**config.mk**
```make
export PLATFORM = sky130hd
export DESIGN_NAME = midi_byte_stream_parser
export DESIGN_NICKNAME = d
export VERILOG_FILES = /design/src/hdl/mbsp_pkg.sv /design/src/hdl/midi_byte_stream_parser.sv
export VERILOG_INCLUDE_DIRS = /design/src /design/src/hdl
export SDC_FILE = /design/constraint.sdc
export NUM_CORES = 1
export LEC_CHECK = 0
export BUFFER_PORTS_ARGS = -buffer_cell sky130_fd_sc_hd__buf_2
export CAP_MARGIN = 5
export CORE_MARGIN = 2
export CORE_UTILIZATION = 30
export CTS_BUF_LIST = sky130_fd_sc_hd__clkbuf_2
export CTS_CLUSTER_SIZE = 30
export DETAILED_ROUTE_END_ITERATION = 12
export PLACE_DENSITY = 0.57
export SYNTH_ARGS = -nofsm -noshare
export SYNTH_HDL_FRONTEND = slang
export SYNTH_SLANG_ARGS = --single-unit
```
**constraint.sdc**
```tcl
create_clock -name clock -period 3.85 [get_ports clock]
set_input_delay 1.155 -clock clock [delete_from_list [all_inputs] [get_ports clock]]
set_output_delay 1.155 -clock clock [all_outputs]
set_load 0.02 [all_outputs]
```
**src/hdl/assert_macros.svh**
```systemverilog
// assertion helpers, clocked on clock and quiet during reset
`ifndef ASSERT_MACROS_SVH
`define ASSERT_MACROS_SVH

`ifndef NO_ASSERTIONS

// same-cycle implication
`define ASSERT_SAME(label, ante, cons, msg) \
   label: assert property (@(posedge clock) disable iff (reset) (ante) |-> (cons)) \
      else $error(msg);

// next-cycle implication
`define ASSERT_NEXT(label, ante, cons, msg) \
   label: assert property (@(posedge clock) disable iff (reset) (ante) |=> (cons)) \
      else $error(msg);

`else

`define ASSERT_SAME(label, ante, cons, msg)
`define ASSERT_NEXT(label, ante, cons, msg)

`endif

`endif

```
**src/hdl/mbsp_pkg.sv**
```systemverilog
package mbsp_pkg;

   localparam int ByteW  = 8;
   localparam int DataW  = 7;
   localparam int ChanW  = 4;
   localparam int KindW  = 3;
   localparam int CountW = 2;

   // event kinds on rsp_tuser
   localparam logic [KindW-1:0] KIND_NOTE_OFF  = 3'd0;
   localparam logic [KindW-1:0] KIND_NOTE_ON   = 3'd1;
   localparam logic [KindW-1:0] KIND_CTRL      = 3'd2;
   localparam logic [KindW-1:0] KIND_BEND      = 3'd3;
   localparam logic [KindW-1:0] KIND_SYS_RESET = 3'd4;

   // csr indexes
   localparam logic CSR_OMNI   = 1'b0;
   localparam logic CSR_LISTEN = 1'b1;

   // status bytes and nibbles
   localparam logic [ByteW-1:0] STAT_SYS_RESET = 8'hFF;
   localparam logic [ByteW-1:0] STAT_MTC       = 8'hF1;
   localparam logic [ByteW-1:0] STAT_SONG_POS  = 8'hF2;
   localparam logic [ByteW-1:0] STAT_SONG_SEL  = 8'hF3;
   localparam logic [3:0] HI_NOTE_OFF  = 4'h8;
   localparam logic [3:0] HI_NOTE_ON   = 4'h9;
   localparam logic [3:0] HI_POLY_AT   = 4'hA;
   localparam logic [3:0] HI_CTRL      = 4'hB;
   localparam logic [3:0] HI_PROG      = 4'hC;
   localparam logic [3:0] HI_CHAN_AT   = 4'hD;
   localparam logic [3:0] HI_BEND      = 4'hE;

   // count value that never completes a message
   localparam logic [CountW-1:0] NEVER_DONE = 2'd3;

   // data bytes expected after a status byte
   function automatic logic [CountW-1:0] length_for_status(input logic [ByteW-1:0] b);
      logic [CountW-1:0] len;
      len = NEVER_DONE;
      case (b[7:4])
         HI_NOTE_OFF, HI_NOTE_ON, HI_POLY_AT, HI_CTRL, HI_BEND: len = 2'd2;
         HI_PROG, HI_CHAN_AT: len = 2'd1;
         default: begin
            if (b == STAT_MTC || b == STAT_SONG_SEL)
               len = 2'd1;
            else if (b == STAT_SONG_POS)
               len = 2'd2;
            else
               len = NEVER_DONE;
         end
      endcase
      return len;
   endfunction

endpackage

```
**src/hdl/midi_byte_stream_parser.sv**
```systemverilog
// channel | dir | handshake        | payload
// req     | in  | tvalid / tready  | tdata[7:0] rx_byte
// rsp     | out | tvalid / tready  | tuser[2:0] event_kind, tdata channel/data
// csr     | in  | csr_wr_en        | csr_index selects register, csr_wdata value
//
// one byte per clock sustained while results are taken: a byte is held in the
// input register, and the decode between it and the result register is
// combinational; rsp_tvalid is driven from the result register
// a held result stalls the input register only, so req_tready drops only
// when both registers are full and rsp_tready is low
// reset is synchronous: parser state goes to no running status, omni on

`include "assert_macros.svh"

module midi_byte_stream_parser (
   input  logic        clock,
   input  logic        reset,
   // req: rx_byte [7:0]
   input  logic [7:0]  req_tdata,
   input  logic        req_tvalid,
   output logic        req_tready,
   // rsp: event_channel [3:0], first_data [10:4], second_data [17:11], zero fill
   output logic [23:0] rsp_tdata,
   // rsp: event_kind [2:0]
   output logic [2:0]  rsp_tuser,
   output logic        rsp_tvalid,
   input  logic        rsp_tready,
   input  logic        csr_wr_en,
   input  logic        csr_index,
   input  logic [3:0]  csr_wdata
);

   // config registers
   logic       omni_ff, omni_in;
   logic [3:0] listen_ff, listen_in;

   // input register
   logic       in_valid_ff, in_valid_in;
   logic [7:0] in_byte_ff, in_byte_in;

   // parser state
   logic [7:0] status_ff, status_in;
   logic [1:0] expect_ff, expect_in;
   logic [1:0] seen_ff, seen_in;
   logic [6:0] held_ff, held_in;

   // result register
   logic       out_valid_ff, out_valid_in;
   logic [2:0] out_kind_ff, out_kind_in;
   logic [3:0] out_chan_ff, out_chan_in;
   logic [6:0] out_first_ff, out_first_in;
   logic [6:0] out_second_ff, out_second_in;

   logic       out_free;
   logic       advance;
   logic       emit;
   logic [1:0] seen_inc;
   logic       complete;
   logic       chan_ok;
   logic       kind_ok;
   logic [2:0] kind;

   assign out_free   = !out_valid_ff || rsp_tready;
   assign advance    = in_valid_ff && out_free;
   assign req_tready = !in_valid_ff || out_free;

   // csr writes
   always_comb begin
      omni_in   = omni_ff;
      listen_in = listen_ff;
      if (csr_wr_en) begin
         case (csr_index)
            mbsp_pkg::CSR_OMNI:   omni_in   = csr_wdata[0];
            mbsp_pkg::CSR_LISTEN: listen_in = csr_wdata;
            default: ;
         endcase
      end
   end

   // input register load
   always_comb begin
      in_valid_in = in_valid_ff;
      in_byte_in  = in_byte_ff;
      if (req_tready) begin
         in_valid_in = req_tvalid;
         in_byte_in  = req_tdata;
      end
   end

   // data count saturates at three
   assign seen_inc = (seen_ff == 2'd3) ? 2'd3 : seen_ff + 2'd1;
   assign complete = (expect_ff != mbsp_pkg::NEVER_DONE) && (seen_inc >= expect_ff);
   assign chan_ok  = omni_ff || (status_ff[3:0] == listen_ff);

   // event kind from the running status
   always_comb begin
      kind    = mbsp_pkg::KIND_NOTE_OFF;
      kind_ok = 1'b1;
      case (status_ff[7:4])
         mbsp_pkg::HI_NOTE_OFF: kind = mbsp_pkg::KIND_NOTE_OFF;
         mbsp_pkg::HI_NOTE_ON:
            kind = (in_byte_ff == 8'd0) ? mbsp_pkg::KIND_NOTE_OFF : mbsp_pkg::KIND_NOTE_ON;
         mbsp_pkg::HI_CTRL:     kind = mbsp_pkg::KIND_CTRL;
         mbsp_pkg::HI_BEND:     kind = mbsp_pkg::KIND_BEND;
         default:               kind_ok = 1'b0;
      endcase
   end

   // parser step for the byte in the input register
   always_comb begin
      status_in     = status_ff;
      expect_in     = expect_ff;
      seen_in       = seen_ff;
      held_in       = held_ff;
      emit          = 1'b0;
      out_kind_in   = out_kind_ff;
      out_chan_in   = out_chan_ff;
      out_first_in  = out_first_ff;
      out_second_in = out_second_ff;
      if (advance) begin
         if (in_byte_ff == mbsp_pkg::STAT_SYS_RESET) begin
            // system reset drops running status and reports itself
            status_in     = 8'd0;
            expect_in     = mbsp_pkg::NEVER_DONE;
            seen_in       = 2'd0;
            emit          = 1'b1;
            out_kind_in   = mbsp_pkg::KIND_SYS_RESET;
            out_chan_in   = 4'd0;
            out_first_in  = 7'd0;
            out_second_in = 7'd0;
         end else if (in_byte_ff[7]) begin
            status_in = in_byte_ff;
            expect_in = mbsp_pkg::length_for_status(in_byte_ff);
            seen_in   = 2'd0;
         end else begin
            seen_in = seen_inc;
            if (seen_inc == 2'd1)
               held_in = in_byte_ff[6:0];
            if (complete && chan_ok && kind_ok) begin
               // full message: report it and restart the count for running status
               seen_in       = 2'd0;
               emit          = 1'b1;
               out_kind_in   = kind;
               out_chan_in   = status_ff[3:0];
               out_first_in  = (seen_inc == 2'd1) ? in_byte_ff[6:0] : held_ff;
               out_second_in = in_byte_ff[6:0];
            end
         end
      end
   end

   // result register: loads on an emitting step, clears once taken
   always_comb begin
      out_valid_in = out_valid_ff;
      if (advance)
         out_valid_in = emit;
      else if (rsp_tready)
         out_valid_in = 1'b0;
   end

   always_ff @(posedge clock) begin
      if (reset) begin
         omni_ff      <= 1'b1;
         listen_ff    <= 4'd0;
         in_valid_ff  <= 1'b0;
         status_ff    <= 8'd0;
         expect_ff    <= mbsp_pkg::NEVER_DONE;
         seen_ff      <= 2'd0;
         held_ff      <= 7'd0;
         out_valid_ff <= 1'b0;
      end else begin
         omni_ff      <= omni_in;
         listen_ff    <= listen_in;
         in_valid_ff  <= in_valid_in;
         status_ff    <= status_in;
         expect_ff    <= expect_in;
         seen_ff      <= seen_in;
         held_ff      <= held_in;
         out_valid_ff <= out_valid_in;
      end
   end

   // payload registers
   always_ff @(posedge clock) begin
      in_byte_ff    <= in_byte_in;
      out_kind_ff   <= out_kind_in;
      out_chan_ff   <= out_chan_in;
      out_first_ff  <= out_first_in;
      out_second_ff <= out_second_in;
   end

   assign rsp_tvalid = out_valid_ff;
   assign rsp_tuser  = out_kind_ff;
   assign rsp_tdata  = {6'd0, out_second_ff, out_first_ff, out_chan_ff};

   `ASSERT_SAME(a_expect_nonzero, 1'b1, expect_ff != 2'd0, "expected count is zero")
   `ASSERT_NEXT(a_sysreset_clears,
      advance && in_byte_ff == mbsp_pkg::STAT_SYS_RESET,
      status_ff == 8'd0 && expect_ff == mbsp_pkg::NEVER_DONE && seen_ff == 2'd0 &&
      out_valid_ff && out_kind_ff == mbsp_pkg::KIND_SYS_RESET,
      "system reset did not clear running status")
   `ASSERT_NEXT(a_status_restarts_count, advance && in_byte_ff[7], seen_ff == 2'd0,
      "status byte left a data count")
   `ASSERT_SAME(a_sysreset_payload_zero,
      out_valid_ff && out_kind_ff == mbsp_pkg::KIND_SYS_RESET,
      out_chan_ff == 4'd0 && out_first_ff == 7'd0 && out_second_ff == 7'd0,
      "system reset event carries data")
   `ASSERT_NEXT(a_held_result_blocks, out_valid_ff && !rsp_tready && in_valid_ff,
      in_valid_ff, "input byte lost while result held")

endmodule

```
# [After elaboration in Yosys (flattened, before gate mapping)]
# Index checks and enable logic that the tools add are counted.
[word_totals] input_bits=18 wordCells=88 ff_bits=55
[classes] order_cmp=1 reduce_logical=22 n_eq_ne=20 n_addsub=1 bitwise_logic=3 n_mux=28
[op_table] cell="4-bit == test, second input constant" n=11
[op_table] cell="7-bit two-way mux" n=5
[op_table] cell="8-bit == test, second input constant" n=4
[op_table] cell="8-bit two-way mux" n=2
[op_table] cell="2-bit two-way mux" n=7
[op_table] cell="8-bit logical NOT" n=1
[op_table] cell="1-bit two-way mux" n=8
[op_table] cell="4-bit two-way mux" n=2
[op_table] cell="3-bit two-way mux" n=2
[op_table] cell="2-bit one-hot mux with 3 select lines" n=1
[op_table] cell="2-bit AND reduction" n=3
[op_table] cell="3-bit AND reduction" n=2
[op_table] cell="2-bit nonzero test" n=3
[op_table] cell="5-bit OR reduction" n=1
[op_table] cell="4-bit == test" n=1
[op_table] cell="1-bit logical AND" n=4
[op_table] cell="1-bit logical OR" n=4
[op_table] cell="2-bit one-hot mux with 2 select lines" n=1
[op_table] cell="4-bit OR reduction" n=1
[op_table] cell="1-bit inverter" n=3
[op_table] cell="2-bit by 1-bit adder with 2-bit output, second input constant" n=1
[op_table] cell="2-bit by 1-bit == test with 1-bit output, second input constant" n=1
[op_table] cell="2-bit == test, second input constant" n=1
[op_table] cell="2-bit >= comparator" n=1
[op_table] cell="other kinds (4)" n=5

# [Longest topological paths before layout]
# Gate-level depths: netlist of the first run.
[depth] ltp_word=10 depth_mapped=7 depth_no_buf=6

# [Least setup slack after synthesis of the first run]
# No wires, ideal clock.
[synth_path] kind="register to register" start="register seen_ff[1]" end="register out_chan_ff[0], enable pin" path_buffers=0 slack_ns=0.593 setup_ns=0.402 path_stages_with_launch=7 arrival_ns=2.855 path_cell_list="dfxtp_1 nor2_1 clkinv_1 ha_1 a21oi_1 or4_4 o31ai_2"
[synth_via] elab_chain_len=8
[synth_rtl] element="start: declaration" line="midi_byte_stream_parser.sv:44" text="logic [1:0] seen_ff, seen_in;"
[synth_rtl] element="start signal: assignment" line="midi_byte_stream_parser.sv:177" text="seen_ff <= seen_in;"
[synth_rtl] element="2-bit by 1-bit adder with 2-bit output / 2-bit == test (equally long branches)" line="midi_byte_stream_parser.sv:91" text="assign seen_inc = (seen_ff == 2'd3) ? 2'd3 : seen_ff + 2'd1;"
[synth_rtl] element="2-bit two-way mux (*)" line="midi_byte_stream_parser.sv:91"
[synth_rtl] element="2-bit >= comparator (*)" line="midi_byte_stream_parser.sv:92" text="assign complete = (expect_ff != mbsp_pkg::NEVER_DONE) && (seen_inc >= expect_ff);"
[synth_rtl] element="1-bit logical AND (*)" line="midi_byte_stream_parser.sv:92"
[synth_rtl] element="1-bit logical AND (*) (2 in a row)" line="midi_byte_stream_parser.sv:139" text="if (complete && chan_ok && kind_ok) begin"
[synth_rtl] element="2-bit nonzero test (no line) (*)"
[synth_rtl] element="3-bit AND reduction (no line) (*)"
[synth_rtl] element="end signal: assignment" line="midi_byte_stream_parser.sv:187" text="out_chan_ff <= out_chan_in;"
[synth_rtl] element="end: declaration" line="midi_byte_stream_parser.sv:50" text="logic [3:0] out_chan_ff, out_chan_in;"
# Mark *: on every way between the ends. The rest lies on a longest branch, timed or not.
# A chain may end at the register's enable or synchronous reset.

# [Worst setup path in the final report of the first run]
[layout_path] start="input port rsp_tready" end="output port req_tready"
[layout_via] elab_chain_len=2
[layout_rtl] element="start: declaration" line="midi_byte_stream_parser.sv:27" text="input logic rsp_tready,"
[layout_rtl] element="1-bit logical OR" line="midi_byte_stream_parser.sv:63" text="assign out_free = !out_valid_ff || rsp_tready;"
[layout_rtl] element="1-bit logical OR" line="midi_byte_stream_parser.sv:65" text="assign req_tready = !in_valid_ff || out_free;"
[layout_rtl] element="end: declaration" line="midi_byte_stream_parser.sv:21" text="output logic req_tready,"
# Every way passes these cells.

==> flow_metrics.env, run 1 <==
export IMPL_max_freq_ghz=0.319
export IMPL_clock_skew_ps=6.58
export IMPL_numCtsBuffers=5
export IMPL_cts_tree="yes"
export IMPL_post_cts_repair_setup_buffers=0
export IMPL_grt_usage_pct=11.5
export IMPL_hold_buffers=0
export IMPL_h_tree_depth=2
export IMPL_ys_seq_area_share_pct=59.6
export IMPL_core_area_sq_mm=0.00765
export IMPL_clkTransAtPathRegs_ps=250
export IMPL_drtIter0Drc=88
export IMPL_power_density_mw_per_mm2=374
export IMPL_cts_buffer_depth=2
export IMPL_whs_ps=493
export IMPL_ios=47
export IMPL_ys_warn_count=0
export IMPL_cts_resized_gates=0
export IMPL_regToRegEndpoint="out_chan_ff[0]$_SDFFCE_PP0P_"
export IMPL_crit_start="rsp_tready"
export IMPL_grt_max_degree=28
export IMPL_drtAntennaViolNets=0
export IMPL_end_kind="primary output"
export IMPL_ys_ff_latch=55
export IMPL_netlist_area_sq_mm=0.00233
export IMPL_routed_wirelength_um=4630
export IMPL_tns_ps=0
export IMPL_worstPathMaxFanout=9
export IMPL_r2r_slack_ps=1210
export IMPL_rows=32
export IMPL_finalHoldViolCount=0
export IMPL_status="finished clean"
export IMPL_start_util_pct=30.5
export IMPL_io_buffers=40
export IMPL_vdd_ir_drop_max_v=0.000140
export IMPL_cellLeakagePower_nw=1.08
export IMPL_tightest_slew_ps=587
export IMPL_cts_num_sinks=55
export IMPL_antenna_found_initial=0
export IMPL_fin_util_pct=35.1
export IMPL_slew_headroom_pct=60.7
export IMPL_postPlaceCellArea_sq_mm=0.00262
export IMPL_pre_cts_slack_ps=707
export IMPL_post_route_drc_count=0
export IMPL_setup_viol=0
export IMPL_crit_end="req_tready"
export IMPL_cp_start_kind="input port"
export IMPL_num_vias=1665
export IMPL_rsz0062_at_grt="false"
export IMPL_die_area_sq_mm=0.00850
export IMPL_area_delta_synth_final_pct=14.8
export IMPL_r2r_cells=8
export IMPL_grt_pass1_vias=1573
export IMPL_clock_latency_ps=430
export IMPL_finalPower_mw=1.00
export IMPL_min_period_ps=3130
export IMPL_yosysUniqueCellTypes=38
export IMPL_worstHoldPathType="register to register"
export IMPL_slew_viol_final=0
export IMPL_first_pass_iters=4
export IMPL_grt_pass1_wl_um=7590
export IMPL_grt_overflow=0
export IMPL_placedCellCount=355
export IMPL_critPathKind="input port to primary output"
export IMPL_cts_root_buffer="clkbuf_2"
export IMPL_die_y_um=92.2
export IMPL_regToRegStartpoint="seen_ff[1]$_SDFFE_PP0P_"
export IMPL_stdcell_count=363
export IMPL_finalWorstSetupSlack_ps=719
export IMPL_dp_hpwl_um=3220
export IMPL_final_net_count=280
export IMPL_synth_cells=222
export IMPL_via_per_inst=4.59
export IMPL_layout_drive_gt1_share_pct=20.3
export IMPL_period_share_pct=81.3
export IMPL_avgSynthCellArea_sq_um=10.5
export IMPL_die_x_um=92.2
export IMPL_critical_path_arrival_ps=1980
export IMPL_min_delay_start="listen_ff[3]$_SDFFE_PP0P_"
export IMPL_cp_required_ps=2690
export IMPL_maxCapViolations=0
export IMPL_stdcell_area_sq_mm=0.00268
export IMPL_place_gp_congestion=0.753
export IMPL_wl_per_cell_um=12.8
export IMPL_n_antenna_cell=0
[power by group]
part | total, mW | switching, mW | internal (mW)
Combinational | 0.0702 | 0.0406 | 0.0296
Clock | 0.281 | 0.175 | 0.107
Sequential | 0.651 | 0.0189 | 0.632
[kinds of logic (layout without fill, tap and decap cells)]
kind of cell | Yosys count | after routing | share of synthesized area, %
other cells | 1 | 6 | 0.161
simple gates | 92 | 92 | 18.8
xor+xnor | 6 | 6 | 2.25
mux | 8 | 8 | 3.43
fa+ha+maj | 2 | 2 | 1.07
buf+inv | 22 | 56 | 4.72
compound gates | 36 | 36 | 9.97
flops | 55 | 55 | 59.6
[state kept, by name, summed over array words and instances, names as in the netlist, 2 cells and up]
register	count
in_byte_ff	8
listen_ff	4
out_first_ff	7
out_chan_ff	4
status_ff	8
expect_ff	2
rsp_tuser	3
held_ff	7
seen_ff	2
out_second_ff	7
[layout by cell type, fill, tap and decap left out, types with 2 or more instances in the layout]
master / count
dfxtp_1: 26
and2_1: 10
and4_1: 2
nor2b_1: 3
inv_1: 5
clkinv_1: 2
mux2i_1: 8
conb_1: 6
ha_1: 2
edfxtp_1: 29
nand2b_1: 3
a31oi_1: 2
clkbuf_2: 5
nand3_1: 12
a21oi_1: 22
nor4_1: 3
nand2_1: 37
buf_2: 40
nor3_1: 2
xnor2_1: 5
a41oi_1: 2
nor2_1: 16
buf_4: 2
[Yosys cell counts, drive strengths merged]
master   count  area share, %
mux2i        8            3.4
a211oi       1           0.32
nand4b       1           0.38
clkinv       1           0.16
nor3         2           0.43
xnor2        5            1.9
or4          1           0.48
nor2        16            2.6
a32o         1           0.48
ha           2            1.1
conb         1           0.16
o211ai       1           0.32
a41oi        2           0.75
o21ai        1           0.21
and2        10            2.7
a211o        1           0.38
edfxtp      29             37
and4         2           0.75
nand3       12            2.6
a2111oi      1           0.38
o41ai        1           0.70
clkbuf       6           0.96
o31ai        2           0.86
inv          5           0.80
buf         10            2.8
a21boi       1           0.32
nor4         3           0.80
nand3b       1           0.32
nand2       37            5.9
nor2b        3           0.80
dfxtp       26             22
nand2b       3           0.80
xor2         1           0.38
and3         1           0.27
a31oi        2           0.54
a21oi       22            4.7
[routing by layer]
metal / track usage [%] / wire length (um)
met1: 15.3 / 2210
met5: 0 / 0
met4: 4.48 / 84
met3: 2.71 / 198
met2: 18.1 / 2130
[cell type report]
cell class,count,area (sq um)
fillers,771,4970
flip-flops and latches,55,1390
multi-input cells,150,861
repair buffers,42,215
well taps,102,128
clock inverters,3,38.8
clock buffers,5,25.0
inverters,6,22.5
[worst min path at each step]
stage                                            to  slack, ps  cells past startpoint
after CTS                 listen_ff[3]$_SDFFE_PP0P_        500                      2
after global placement    listen_ff[0]$_SDFFE_PP0P_        470                      2
final                     listen_ff[3]$_SDFFE_PP0P_        490                      2
after floorplan                omni_ff$_SDFFE_PP1P_        440                      2
after detailed placement  listen_ff[3]$_SDFFE_PP0P_        470                      2
after global routing      listen_ff[2]$_SDFFE_PP0P_        530                      2
[worst max-delay path, stage by stage]
cell	delay, ps
buf_2	100
nor2b_1	190
nand2_1	270
buf_2	260
No activity file was read; power rests on OpenSTA's default activity.
==> inputs of run 2 (changes only) <==
Settings changed: PLACE_DENSITY 0.57 to 0.59.
Clock period 3.85 ns to 2.73 ns, I/O delays scaled along.
==> flow_metrics.env, run 2 (synthesis gave the netlist of run 1 again) <==
export IMPL_status="finished clean"
export IMPL_setup_viol=0
export IMPL_cts_num_sinks=55
export IMPL_layout_drive_gt1_share_pct=22.6
export IMPL_io_buffers=40
export IMPL_slew_headroom_pct=64.2
export IMPL_grt_usage_pct=11.4
export IMPL_n_antenna_cell=0
export IMPL_finalWorstSetupSlack_ps=294
export IMPL_rsz0062_at_grt="false"
export IMPL_cellLeakagePower_nw=1.10
export IMPL_power_density_mw_per_mm2=490
export IMPL_via_per_inst=4.56
export IMPL_drtIter0Drc=104
export IMPL_period_share_pct=89.2
export IMPL_start_util_pct=30.5
export IMPL_wl_per_cell_um=12.6
export IMPL_stdcell_count=367
export IMPL_die_area_sq_mm=0.00850
export IMPL_antenna_found_initial=0
export IMPL_max_freq_ghz=0.410
export IMPL_tns_ps=0
export IMPL_tightest_slew_ps=534
export IMPL_dp_hpwl_um=3310
export IMPL_critPathTopFamily="simple AND/OR/NAND/NOR gates"
export IMPL_critPathBufInv=2
export IMPL_h_tree_depth=2
export IMPL_die_y_um=92.2
export IMPL_area_delta_synth_final_pct=15.3
export IMPL_ios=47
export IMPL_met2_usage_pct=18.3
export IMPL_num_vias=1673
export IMPL_whs_ps=490
export IMPL_layout_common_cells="buf_2 (40), nand2_1 (37), edfxtp_1 (29)"
export IMPL_reg_largest_list="in_byte_ff x8, status_ff x8"
export IMPL_cts_tree="yes"
export IMPL_cp_slowest_cell="or4_4"
export IMPL_core_area_sq_mm=0.00765
export IMPL_post_route_drc_count=0
export IMPL_end_kind="register"
export IMPL_placedCellCount=359
export IMPL_cts_resized_gates=0
export IMPL_first_pass_iters=5
export IMPL_routed_wirelength_um=4620
export IMPL_rows=32
export IMPL_slew_viol_final=0
export IMPL_finalHoldViolCount=0
export IMPL_place_gp_congestion=0.796
export IMPL_cp_start_kind="register"
export IMPL_maxCapViolations=0
export IMPL_worstHoldPathType="register to register"
export IMPL_post_cts_repair_setup_buffers=0
export IMPL_top_usage_layer="met2"
export IMPL_drtAntennaViolNets=0
export IMPL_critPathKind="register to register"
export IMPL_die_x_um=92.2
export IMPL_min_period_ps=2440
export IMPL_clkTransAtPathRegs_ps=260
export IMPL_clock_skew_ps=18.7
export IMPL_clock_latency_ps=430
export IMPL_cts_buffer_depth=2
export IMPL_final_net_count=284
export IMPL_gr_usage_met3_pct=2.55
export IMPL_grt_pass1_vias=1592
export IMPL_worstPathMaxFanout=21
export IMPL_numCtsBuffers=5
export IMPL_fin_util_pct=35.2
export IMPL_cp_slowest_stage_delay_ps=560
export IMPL_grt_max_degree=28
export IMPL_pre_cts_slack_ps=326
export IMPL_cts_root_buffer="clkbuf_2"
export IMPL_final_common_cell="buf_2"
export IMPL_met1_usage_pct=15.0
export IMPL_critical_path_arrival_ps=2580
export IMPL_grt_overflow=0
export IMPL_path_cells="nor2_2 -> clkinv_2 -> ha_1 -> a21oi_1 -> or4_4 -> o31ai_4 -> buf_4"
export IMPL_grt_pass1_wl_um=7730
export IMPL_cp_required_ps=2880
export IMPL_vdd_ir_drop_max_v=0.000162
export IMPL_hold_buffers=0
-- run 2: changes by cell type in the layout (fill, tap and decap cells not counted), sizes merged --
cell,change
clkinv,+1
buf,+4
bufinv,-1
-- run 2: final timing paths --
path | from | end | slack [ps] | cells past startpoint
max | seen_ff[1]$_SDFFE_PP0P_ | out_chan_ff[3]$_SDFFCE_PP0P_ | 290 | 7
max reg2reg | seen_ff[1]$_SDFFE_PP0P_ | out_chan_ff[3]$_SDFFCE_PP0P_ | 290 | 7
min reg2reg | listen_ff[1]$_SDFFE_PP0P_ | listen_ff[1]$_SDFFE_PP0P_ | 490 | 2
min | listen_ff[1]$_SDFFE_PP0P_ | listen_ff[1]$_SDFFE_PP0P_ | 490 | 2
-- run 2: worst reg2reg max path, delay by kind of cell, from the launching register on --
family | cells | cell delay [ps]
compound gates | 2 | 290
buf+inv | 2 | 450
flops | 1 | 390
fa+ha+maj | 1 | 300
simple gates | 2 | 700
-- run 2: routing by layer --
metal  wire length [um]  vias up  share of wire [%]
met5                  0        -                  0
met4                 81        0                1.8
met3                264        8                5.7
met2               2120       55                 46
met1               2160      754                 47
li1                   -      856                  -
-- run 2: stage by stage --
step	power, mW	area [sq um]
2_1_floorplan	1.00	2370
3_3_place_gp	1.03	2650
6_report	1.32	2690
3_5_place_dp	1.04	2650
5_1_grt	1.38	2690
4_1_cts	1.34	2690
-- run 2: final cells by class --
type,count,area (sq um)
clock inverters,3,15.0
multi-input cells,150,863
well taps,102,128
inverters,6,23.8
repair buffers,46,245
clock buffers,5,25.0
flip-flops and latches,55,1390
fillers,765,4960
-- run 2: report_power, final --
group	internal (mW)	switching [mW]
logic	0.0430	0.0592
registers	0.891	0.0248
clock network	0.0590	0.241
total	0.993	0.325
